==> src/rtl/energy_containment_window_defines.svh <==
// Assertion macros shared by the energy containment window RTL.
`ifndef ENERGY_CONTAINMENT_WINDOW_DEFINES_SVH
`define ENERGY_CONTAINMENT_WINDOW_DEFINES_SVH

// Same-cycle implication, sampled on clk, off while rst_n is low.
`define ECW_ASSERT_IMP(lbl, ante, cons) \
  lbl: assert property (@(posedge clk) disable iff (!rst_n) (ante) |-> (cons)) \
    else $error("ecw assertion failed");

// Next-cycle implication, sampled on clk, off while rst_n is low.
`define ECW_ASSERT_NEXT(lbl, ante, cons) \
  lbl: assert property (@(posedge clk) disable iff (!rst_n) (ante) |=> (cons)) \
    else $error("ecw assertion failed");

`endif

==> src/rtl/ecw_pkg.sv <==
// Package: sizes, microcode word, status bundle and control program of the window block.
package ecw_pkg;

  localparam int MAX_SAMPLES = 4096;
  localparam int SAMPLE_BITS = 16;
  localparam int ADDR_BITS   = $clog2(MAX_SAMPLES);
  localparam int COUNT_BITS  = ADDR_BITS + 1;
  localparam int SQ_BITS     = 2 * SAMPLE_BITS - 1;
  localparam int E_BITS      = SQ_BITS + ADDR_BITS;
  localparam int W_BITS      = E_BITS + ADDR_BITS;
  localparam int KCNT_BITS   = $clog2(ADDR_BITS + 1);
  localparam int IDX_BITS    = 12;

  localparam int FRAC_BITS   = 17;
  localparam int FRAC_SHIFT  = 16;
  localparam logic [FRAC_BITS-1:0] FRAC_ONE   = 17'd65536;
  localparam logic [FRAC_BITS-1:0] FRAC_RESET = 17'd64881;
  localparam int LIMIT_BITS  = E_BITS + FRAC_SHIFT;
  localparam int E_LO_BITS   = (E_BITS + 1) / 2;
  localparam int E_HI_BITS   = E_BITS - E_LO_BITS;

  // program counter codes
  localparam int PC_BITS = 3;
  localparam logic [PC_BITS-1:0] P_LOAD  = 3'd0;
  localparam logic [PC_BITS-1:0] P_DRAIN = 3'd1;
  localparam logic [PC_BITS-1:0] P_INIT  = 3'd2;
  localparam logic [PC_BITS-1:0] P_DIV   = 3'd3;
  localparam logic [PC_BITS-1:0] P_LIMIT = 3'd4;
  localparam logic [PC_BITS-1:0] P_SQ    = 3'd5;
  localparam logic [PC_BITS-1:0] P_ACC   = 3'd6;
  localparam logic [PC_BITS-1:0] P_EMIT  = 3'd7;

  // jump condition codes
  localparam int COND_BITS = 3;
  localparam logic [COND_BITS-1:0] C_ALWAYS    = 3'd0;
  localparam logic [COND_BITS-1:0] C_LAST      = 3'd1;
  localparam logic [COND_BITS-1:0] C_ZERO      = 3'd2;
  localparam logic [COND_BITS-1:0] C_DIV_MORE  = 3'd3;
  localparam logic [COND_BITS-1:0] C_WALK_DONE = 3'd4;
  localparam logic [COND_BITS-1:0] C_OUT_FREE  = 3'd5;

  typedef struct packed {
    logic                 load_en;
    logic                 div_init;
    logic                 div_step;
    logic                 lim_init;
    logic                 sq_en;
    logic                 acc_en;
    logic                 emit;
    logic [COND_BITS-1:0] cond;
    logic [PC_BITS-1:0]   tgt_t;
    logic [PC_BITS-1:0]   tgt_f;
  } uword_t;

  typedef struct packed {
    logic last_acc;
    logic zero;
    logic div_more;
    logic walk_done;
    logic out_free;
  } status_t;

  function automatic logic [SQ_BITS-1:0] square_of(input logic signed [SAMPLE_BITS-1:0] s);
    logic signed [2*SAMPLE_BITS-1:0] p;
    p = s * s;
    return p[SQ_BITS-1:0];
  endfunction

  // control store: on a true condition go to tgt_t, else to tgt_f
  function automatic uword_t ucode(input logic [PC_BITS-1:0] pc);
    uword_t w;
    w = '0;
    unique case (pc)
      P_LOAD: begin
        w.load_en = 1'b1;
        w.cond = C_LAST;     w.tgt_t = P_DRAIN; w.tgt_f = P_LOAD;
      end
      P_DRAIN: begin
        w.cond = C_ALWAYS;   w.tgt_t = P_INIT;  w.tgt_f = P_INIT;
      end
      P_INIT: begin
        w.div_init = 1'b1;
        w.cond = C_ZERO;     w.tgt_t = P_EMIT;  w.tgt_f = P_DIV;
      end
      P_DIV: begin
        w.div_step = 1'b1;
        w.cond = C_DIV_MORE; w.tgt_t = P_DIV;   w.tgt_f = P_LIMIT;
      end
      P_LIMIT: begin
        w.lim_init = 1'b1;
        w.cond = C_ALWAYS;   w.tgt_t = P_SQ;    w.tgt_f = P_SQ;
      end
      P_SQ: begin
        w.sq_en = 1'b1;
        w.cond = C_ALWAYS;   w.tgt_t = P_ACC;   w.tgt_f = P_ACC;
      end
      P_ACC: begin
        w.acc_en = 1'b1;
        w.cond = C_WALK_DONE; w.tgt_t = P_EMIT; w.tgt_f = P_SQ;
      end
      P_EMIT: begin
        w.emit = 1'b1;
        w.cond = C_OUT_FREE; w.tgt_t = P_LOAD;  w.tgt_f = P_EMIT;
      end
    endcase
    return w;
  endfunction

endpackage

==> src/rtl/ecw_seq.sv <==
// Microcode sequencer: step counter, control store lookup and conditional jumps.
`include "energy_containment_window_defines.svh"

module ecw_seq (
  input  logic             clk,
  input  logic             rst_n,
  input  ecw_pkg::status_t st,
  output ecw_pkg::uword_t  uw
);

  logic [ecw_pkg::PC_BITS-1:0] pc_r;
  logic [ecw_pkg::PC_BITS-1:0] pc_nxt;
  logic                        cond_true;

  assign uw = ecw_pkg::ucode(pc_r);

  always_comb begin
    unique case (uw.cond)
      ecw_pkg::C_ALWAYS:    cond_true = 1'b1;
      ecw_pkg::C_LAST:      cond_true = st.last_acc;
      ecw_pkg::C_ZERO:      cond_true = st.zero;
      ecw_pkg::C_DIV_MORE:  cond_true = st.div_more;
      ecw_pkg::C_WALK_DONE: cond_true = st.walk_done;
      ecw_pkg::C_OUT_FREE:  cond_true = st.out_free;
      default:              cond_true = 1'b0;
    endcase
  end

  assign pc_nxt = cond_true ? uw.tgt_t : uw.tgt_f;

  always_ff @(posedge clk) begin
    if (!rst_n) begin
      pc_r <= ecw_pkg::P_LOAD;
    end else begin
      pc_r <= pc_nxt;
    end
  end

  `ECW_ASSERT_NEXT(a_last_drains, st.last_acc && uw.load_en, pc_r == ecw_pkg::P_DRAIN)

endmodule

==> config.mk <==
export PLATFORM = sky130hd
export DESIGN_NAME = ecw_seq
export DESIGN_NICKNAME = d
export VERILOG_FILES = /design/src/rtl/ecw_pkg.sv /design/src/rtl/ecw_seq.sv
export VERILOG_INCLUDE_DIRS = /design/src /design/src/rtl
export SDC_FILE = /design/constraint.sdc
export NUM_CORES = 1
export LEC_CHECK = 0
export BUFFER_PORTS_ARGS = -buffer_cell sky130_fd_sc_hd__buf_2
export CAP_MARGIN = 10
export CELL_PAD_IN_SITES_DETAIL_PLACEMENT = 0
export CELL_PAD_IN_SITES_GLOBAL_PLACEMENT = 1
export CORE_AREA = 2 2 39 41
export CTS_CLUSTER_SIZE = 8
export DETAILED_ROUTE_END_ITERATION = 8
export DIE_AREA = 0 0 41 43
export HOLD_SLACK_MARGIN = 0.15
export PLACE_DENSITY = 0.71
export SLEW_MARGIN = 40
export SYNTH_ARGS = -nofsm -noshare
export SYNTH_HDL_FRONTEND = slang
export SYNTH_SLANG_ARGS = --single-unit
==> constraint.sdc <==
create_clock -name clk -period 1.7 [get_ports clk]
set_input_delay 0.085 -clock clk [delete_from_list [all_inputs] [get_ports clk]]
set_output_delay 0.085 -clock clk [all_outputs]
set_load 0.005 [all_outputs]
==> metrics.yaml, run 1 <==
fin_util: 0.343
path_cells: "nand2b_4 > nor2_1 > nand2b_1 > buf_2"
min_to: "pc_r[1]"
stdcell_count: 81
synthMuxAreaShare: 0
grt_pass1_vias: 238
ir_worst_vdd_v: 0.000384
drc_errors: 0
period_share: 0.848
largest_registers: "pc_r (3)"
min_from: "st[1]"
globalRouteTotalUtil: 0.0883
cts_max_level: 1
antenna_cells: 0
hold_viol_final: 0
worstMarginPinSlew_ns: 0.484
nFillCells: 156
min_path_type: "input pin to flip-flop"
maxCapViolations: 0
vias_per_cell: 4.36
post-place-ws_ns: 0.495
crit_path_end_kind: "primary output"
cts_root_buffer: "clkbuf_4"
wl_per_cell_um: 9.65
slew_violations: 0
whs_path_depth: 3
synth_top_family_by_area: "simple AND/OR/NAND/NOR gates"
clk_latency_ns: 0.24
period_minus_slack_ns: 1.44
synth_cell_type_count: 25
pin_count: 23
firstDrtPassIters: 4
dp_hpwl_um: 576
fin_skew_ns: 0.00336
path_max_fanout: 14
crit_required_ns: 1.62
dp_cells: 74
synth_fa_ha_area_frac: 0.0325
worst_r2r_path_depth: 3
ant_nets: 0
largest_register_ffs: 3
coreArea_sq_um: 1380
cp_slowest_stage_delay_ns: 0.56
r2r_end: "pc_r[0]"
areaGrowthSynthToFinish_pct: 54.1
grt_max_degree: 15
first_iter_violations: 6
die_h_um: 43
ys_ff_latch: 3
r2r-start: "pc_r[1]"
clk_pin_slew_worst_paths_ns: 0.03
clock-sinks: 3
fmax_mhz: 693
arrival_ns: 1.36
grt_pass1_wl_um: 993
crit_slowest_cell: "dfxtp_1"
synth_xor_area_frac: 0
synth_compound_area_frac: 0.297
status: "finished clean"
yosysWarnings: 0
multi_input_area_sq_um: 213
rsz0062_at_grt: "false"
crit_type: "flip-flop to primary output"
p_per_area_nw_per_um2: 870
postSynthAreaPerCell_sq_um: 8.10
max_slew_margin: 0.677
clockBufferDepth: 2
vias: 353
dieArea_sq_um: 1760
yosysSeqAreaShare: 0.195
rrSetupSlack_ns: 0.51
start_util: 0.222
finalSetupViolCount: 0
grt_overflow_total: 0
syn_nets: 45
drt-total-wl_um: 782
top_register: "pc_r"
startpoint_type: "flip-flop"
leakagePower_nw: 0.245
fin_ws_ns: 0.258
layout.nets: 73
yosys.area_share.simple: 0.362
synthesis.area_sq_um: 308
cts_resized: 0
setup-tns-final_ns: 0
cts_buffers: 3
antenna_found_initial: 0
num_rows: 14
layout-drive-gt1-share: 0.508
netlist_instances: 38
cts_tree: "built"
regArea_sq_um: 60.1
io_buffers: 22
gp_congestion: 0.674
die_w_um: 41
## Yosys cell counts
master	count	share of area
and3_1	1	0.020
or2_2	1	0.020
nor3_1	1	0.016
maj3_1	1	0.033
nand4_1	1	0.020
a21o_1	1	0.024
a311oi_2	1	0.049
o21ai_2	1	0.028
nand2_1	3	0.037
o21a_1	1	0.024
inv_2	1	0.012
inv_1	1	0.012
nand2b_4	1	0.045
buf_6	2	0.073
nand3_1	1	0.016
and2_1	3	0.061
o311ai_1	1	0.028
o31ai_4	1	0.069
a21oi_1	2	0.033
nor2_1	5	0.061
nor3b_1	1	0.024
nand2b_1	2	0.041
dfxtp_1	3	0.20
buf_2	1	0.016
a211oi_2	1	0.041
## cell type report
class / instances / area share
well taps: 16 / 0.0422
repair buffers: 26 / 0.311
multi-input cells: 30 / 0.449
inverters: 2 / 0.0158
flip-flops and latches: 3 / 0.127
clock buffers: 4 / 0.0554
## repair_timing
item                                   in CTS  in global routing
setup buffers                               0                  0
endpoints found under the hold margin       3                  0
hold buffers                                3                  0
## cells by family (layout without fill, tap and decap cells)
group                      Yosys count  in the layout
and+or+nand+nor                     20             20
AOI/OAI and AO/OA                    9              9
buffers and inverters                5             32
DFF                                  3              3
adders and majority gates            1              1
## layout by cell type, fill, tap and decap left out, types with 2 or more instances in the layout
cell            n
nor2_1          5
nand2b_1        2
a21oi_1         2
nand2_1         3
and2_1          3
dfxtp_1         3
dlygate4sd3_1   3
buf_2          22
clkbuf_4        3
## routing by layer
layer,share of wire,wire [um],global-route usage
met5,0,0,0
met4,0,0,0.0600
met3,0.10,79,0.0628
met2,0.40,313,0.106
met1,0.50,389,0.106
## worst max-delay path, delay by kind of cell, from the launching register on
family / cells / cell delay [ns]
AND/OR/NAND/NOR: 3 / 0.45
flip-flops: 1 / 0.56
buffers and inverters: 1 / 0.12
## report_power, final
part,switching [W],internal (W),leakage (nW)
logic,0.0000833,0.0000922,0.206
registers,0.0000266,0.0000808,0.0248
clock network,0.0000413,0.0000882,0.0150
## worst max-delay path by stage
stage	depth (start not counted)	start	to	slack [ns]
after floorplan	3	pc_r[0]	pc_r[0]	0.76
after detailed placement	4	pc_r[2]	uw[1]	0.50
after global placement	4	pc_r[2]	uw[1]	0.52
after CTS	4	pc_r[2]	uw[1]	0.24
final	4	pc_r[2]	uw[1]	0.26
after global routing	4	pc_r[2]	uw[1]	0.15
## through the flow
stage	total power [W]	hold slack, ns	area, sq um
finish	0.000412	0.181	474
global route	0.000449	0.174	474
CTS	0.000422	0.169	474
detailed placement	0.000281	0.340	418
global placement	0.000281	0.344	418
floorplan	0.000218	0.208	308
Note: power is estimated with default switching activity, not from simulation.
==> run 2: changes to the inputs <==
==> constraint.sdc (replaced) <==
create_clock -name clk -period 1.4 [get_ports clk]
set_input_delay 0.07 -clock clk [delete_from_list [all_inputs] [get_ports clk]]
set_output_delay 0.07 -clock clk [all_outputs]
set_load 0.005 [all_outputs]
==> run 2 against run 1 <==
Net effect: global-route usage is 0.50 points lower; sequential power is 14% higher; final area is 1.8% higher; die area stayed put; sequential cell count stayed put; combinational power is 30% higher; critical path type unchanged; largest power group unchanged; wire length is 3.7% lower.
==> metrics.yaml, run 2 (synthesis results as in run 1) <==
switching_share: 0.354  # -0.0129
maxCapViolations: 0  # unchanged
firstDrtPassIters: 3  # -1
clk_pin_slew_worst_paths_ns: 0.04  # about the same
worstMarginPinSlew_ns: 0.258  # -0.226 ns
drc_errors: 0  # unchanged
critPathCapture: "uw[12]"
vias_per_cell: 4.27  # -2.1%
grt_pass1_wl_um: 993  # unchanged
grt_max_degree: 15  # unchanged
ir_worst_vdd_v: 0.000254  # -34%
hold_viol_final: 0  # unchanged
pwr-share-clk: 0.299  # -0.015
finalSetupViolCount: 0  # unchanged
ant_nets: 0  # unchanged
die_w_um: 41  # unchanged
clk_latency_ns: 0.23  # about the same
min_path_type: "input pin to flip-flop"
final_cell_mix: "buf_2 (22), nor2_1 (5)"
post-place-ws_ns: 0.223  # -0.272 ns
fin_ws_ns: 0.138  # -0.120 ns
gp_congestion: 0.726  # +7.6%
crit_path_start: "pc_r[0]"
max_slew_margin: 0.828  # +0.151
p_switching_w: 0.000176  # +17%
post_cts_buffers: 0  # unchanged
cts_buffers: 3  # unchanged
cts_max_level: 1  # unchanged
largest_register_ffs: 3  # unchanged
leakagePower_nw: 0.251  # +2.3%
globalRouteTotalUtil: 0.0832  # -0.00502
wl_per_cell_um: 9.18  # -4.9%
cts_root_buffer: "clkbuf_4"
nFillCells: 163  # +4.5%
arrival_ns: 1.19  # -0.17 ns
fin_skew_ns: 0.00129  # -0.00207 ns
cell_internal_pwr_w: 0.000322  # +23%
crit_required_ns: 1.33  # -0.29 ns
period_share: 0.901
startpoint_type: "flip-flop"
r2r-start: "pc_r[1]"
status: "finished clean"
path_max_fanout: 11  # -3
crit_path_end_kind: "primary output"
antenna_found_initial: 0  # unchanged
slew_violations: 0  # unchanged
layout_commonest_cell: "buf_2"
rrSetupSlack_ns: 0.39  # -0.12 ns
period_minus_slack_ns: 1.26
setup-tns-final_ns: 0  # unchanged
first_iter_violations: 5  # -1
p_per_area_nw_per_um2: 1030  # +19%
top_register: "pc_r"
grt_pass1_vias: 229  # -3.8%
clock-sinks: 3  # unchanged
grt_overflow_total: 0  # unchanged
start_util: 0.222  # unchanged
worst_r2r_path_depth: 3  # unchanged
grt_use_met3: 0.0157  # -0.0471
cts_tree: "built"
coreArea_sq_um: 1380  # unchanged
num_rows: 14  # unchanged
layout-drive-gt1-share: 0.530  # +0.0226
die_h_um: 43  # unchanged
cp_slowest_stage_delay_ns: 0.33  # -0.23 ns
vias: 350  # -0.85%
p_comb_frac: 0.457  # +0.031
clockBufferDepth: 2  # unchanged
grtUsageMet2: 0.0875  # -0.0188
drt-total-wl_um: 753  # -3.7%
path_cells: "buf_4 > nor2_1 > and2_1 > buf_2"
rsz0062_at_grt: "false"
areaGrowthSynthToFinish_pct: 56.9
io_buffers: 22  # unchanged
crit_type: "flip-flop to primary output"
antenna_cells: 0  # unchanged
pin_count: 23  # unchanged
dp_hpwl_um: 569  # -1.2%
r2r_end: "pc_r[1]"
fmax_mhz: 793
largest_registers: "pc_r (3)"
seq_power_share: 0.244  # -0.016
crit_slowest_cell: "dfxtp_1"
dieArea_sq_um: 1760  # unchanged
whs_path_depth: 3  # unchanged
layout.nets: 74  # +1.4%
busiest_layer: "met1"
met1_usage: 0.138  # +0.0321
run 2: worst max-delay path: cells and delay by family (launching register included):
kind / cells / cell delay (ns)
simple gates: 2 / 0.35
buf+inv: 2 / 0.28
flops: 1 / 0.33
run 2: layout make-up:
| cell class | count | area (sq um) | area share |
|---|---|---|---|
| timing repair buffer | 27 | 155 | 0.321 |
| multi-input combinational | 30 | 213 | 0.440 |
| inverter | 2 | 7.51 | 0.0155 |
| clock buffer | 4 | 26.3 | 0.0544 |
| tap | 16 | 20.0 | 0.0415 |
| sequential | 3 | 61.3 | 0.127 |
run 2: worst min path at each step:
stage           from       to  slack [ns]
2_1_floorplan  st[0]  pc_r[0]        0.19
3_3_place_gp   st[0]  pc_r[0]        0.33
3_5_place_dp   st[0]  pc_r[0]        0.33
4_1_cts        st[1]  pc_r[1]        0.16
5_1_grt        st[1]  pc_r[1]        0.16
6_report       st[1]  pc_r[1]        0.15
run 2: power by group through the flow:
stage | sequential, W | clock [W] | combinational, W
2_1_floorplan | 0.000114 | 0 | 0.000151
3_3_place_gp | 0.000122 | 0 | 0.000226
3_5_place_dp | 0.000122 | 0 | 0.000223
4_1_cts | 0.000120 | 0.000156 | 0.000231
5_1_grt | 0.000124 | 0.000166 | 0.000255
6_report | 0.000122 | 0.000149 | 0.000228
run 2: repair_timing:
action	in CTS	in global routing
hold buffers	3	0
hold endpoints to repair	3	0
setup endpoints to repair	0	4
gates resized for setup	0	1
run 2: per-layer routing:
layer  vias to the layer above  part of all wire
li1                        188                 -
met1                       148              0.51
met2                        14              0.40
met4                         0                 0
met3                         0             0.088
met5                         -                 0
run 2: metrics by stage:
step | cells | hold WS, ns | power [W] | cell area (sq um) | util
floorplan | 38 | 0.193 | 0.000265 | 308 | -
global placement | 75 | 0.331 | 0.000348 | 425 | 0.307
detailed placement | 75 | 0.330 | 0.000345 | 425 | 0.307
CTS | 82 | 0.162 | 0.000507 | 482 | 0.348
global route | 82 | 0.158 | 0.000545 | 483 | 0.349
finish | 82 | 0.155 | 0.000499 | 483 | 0.349
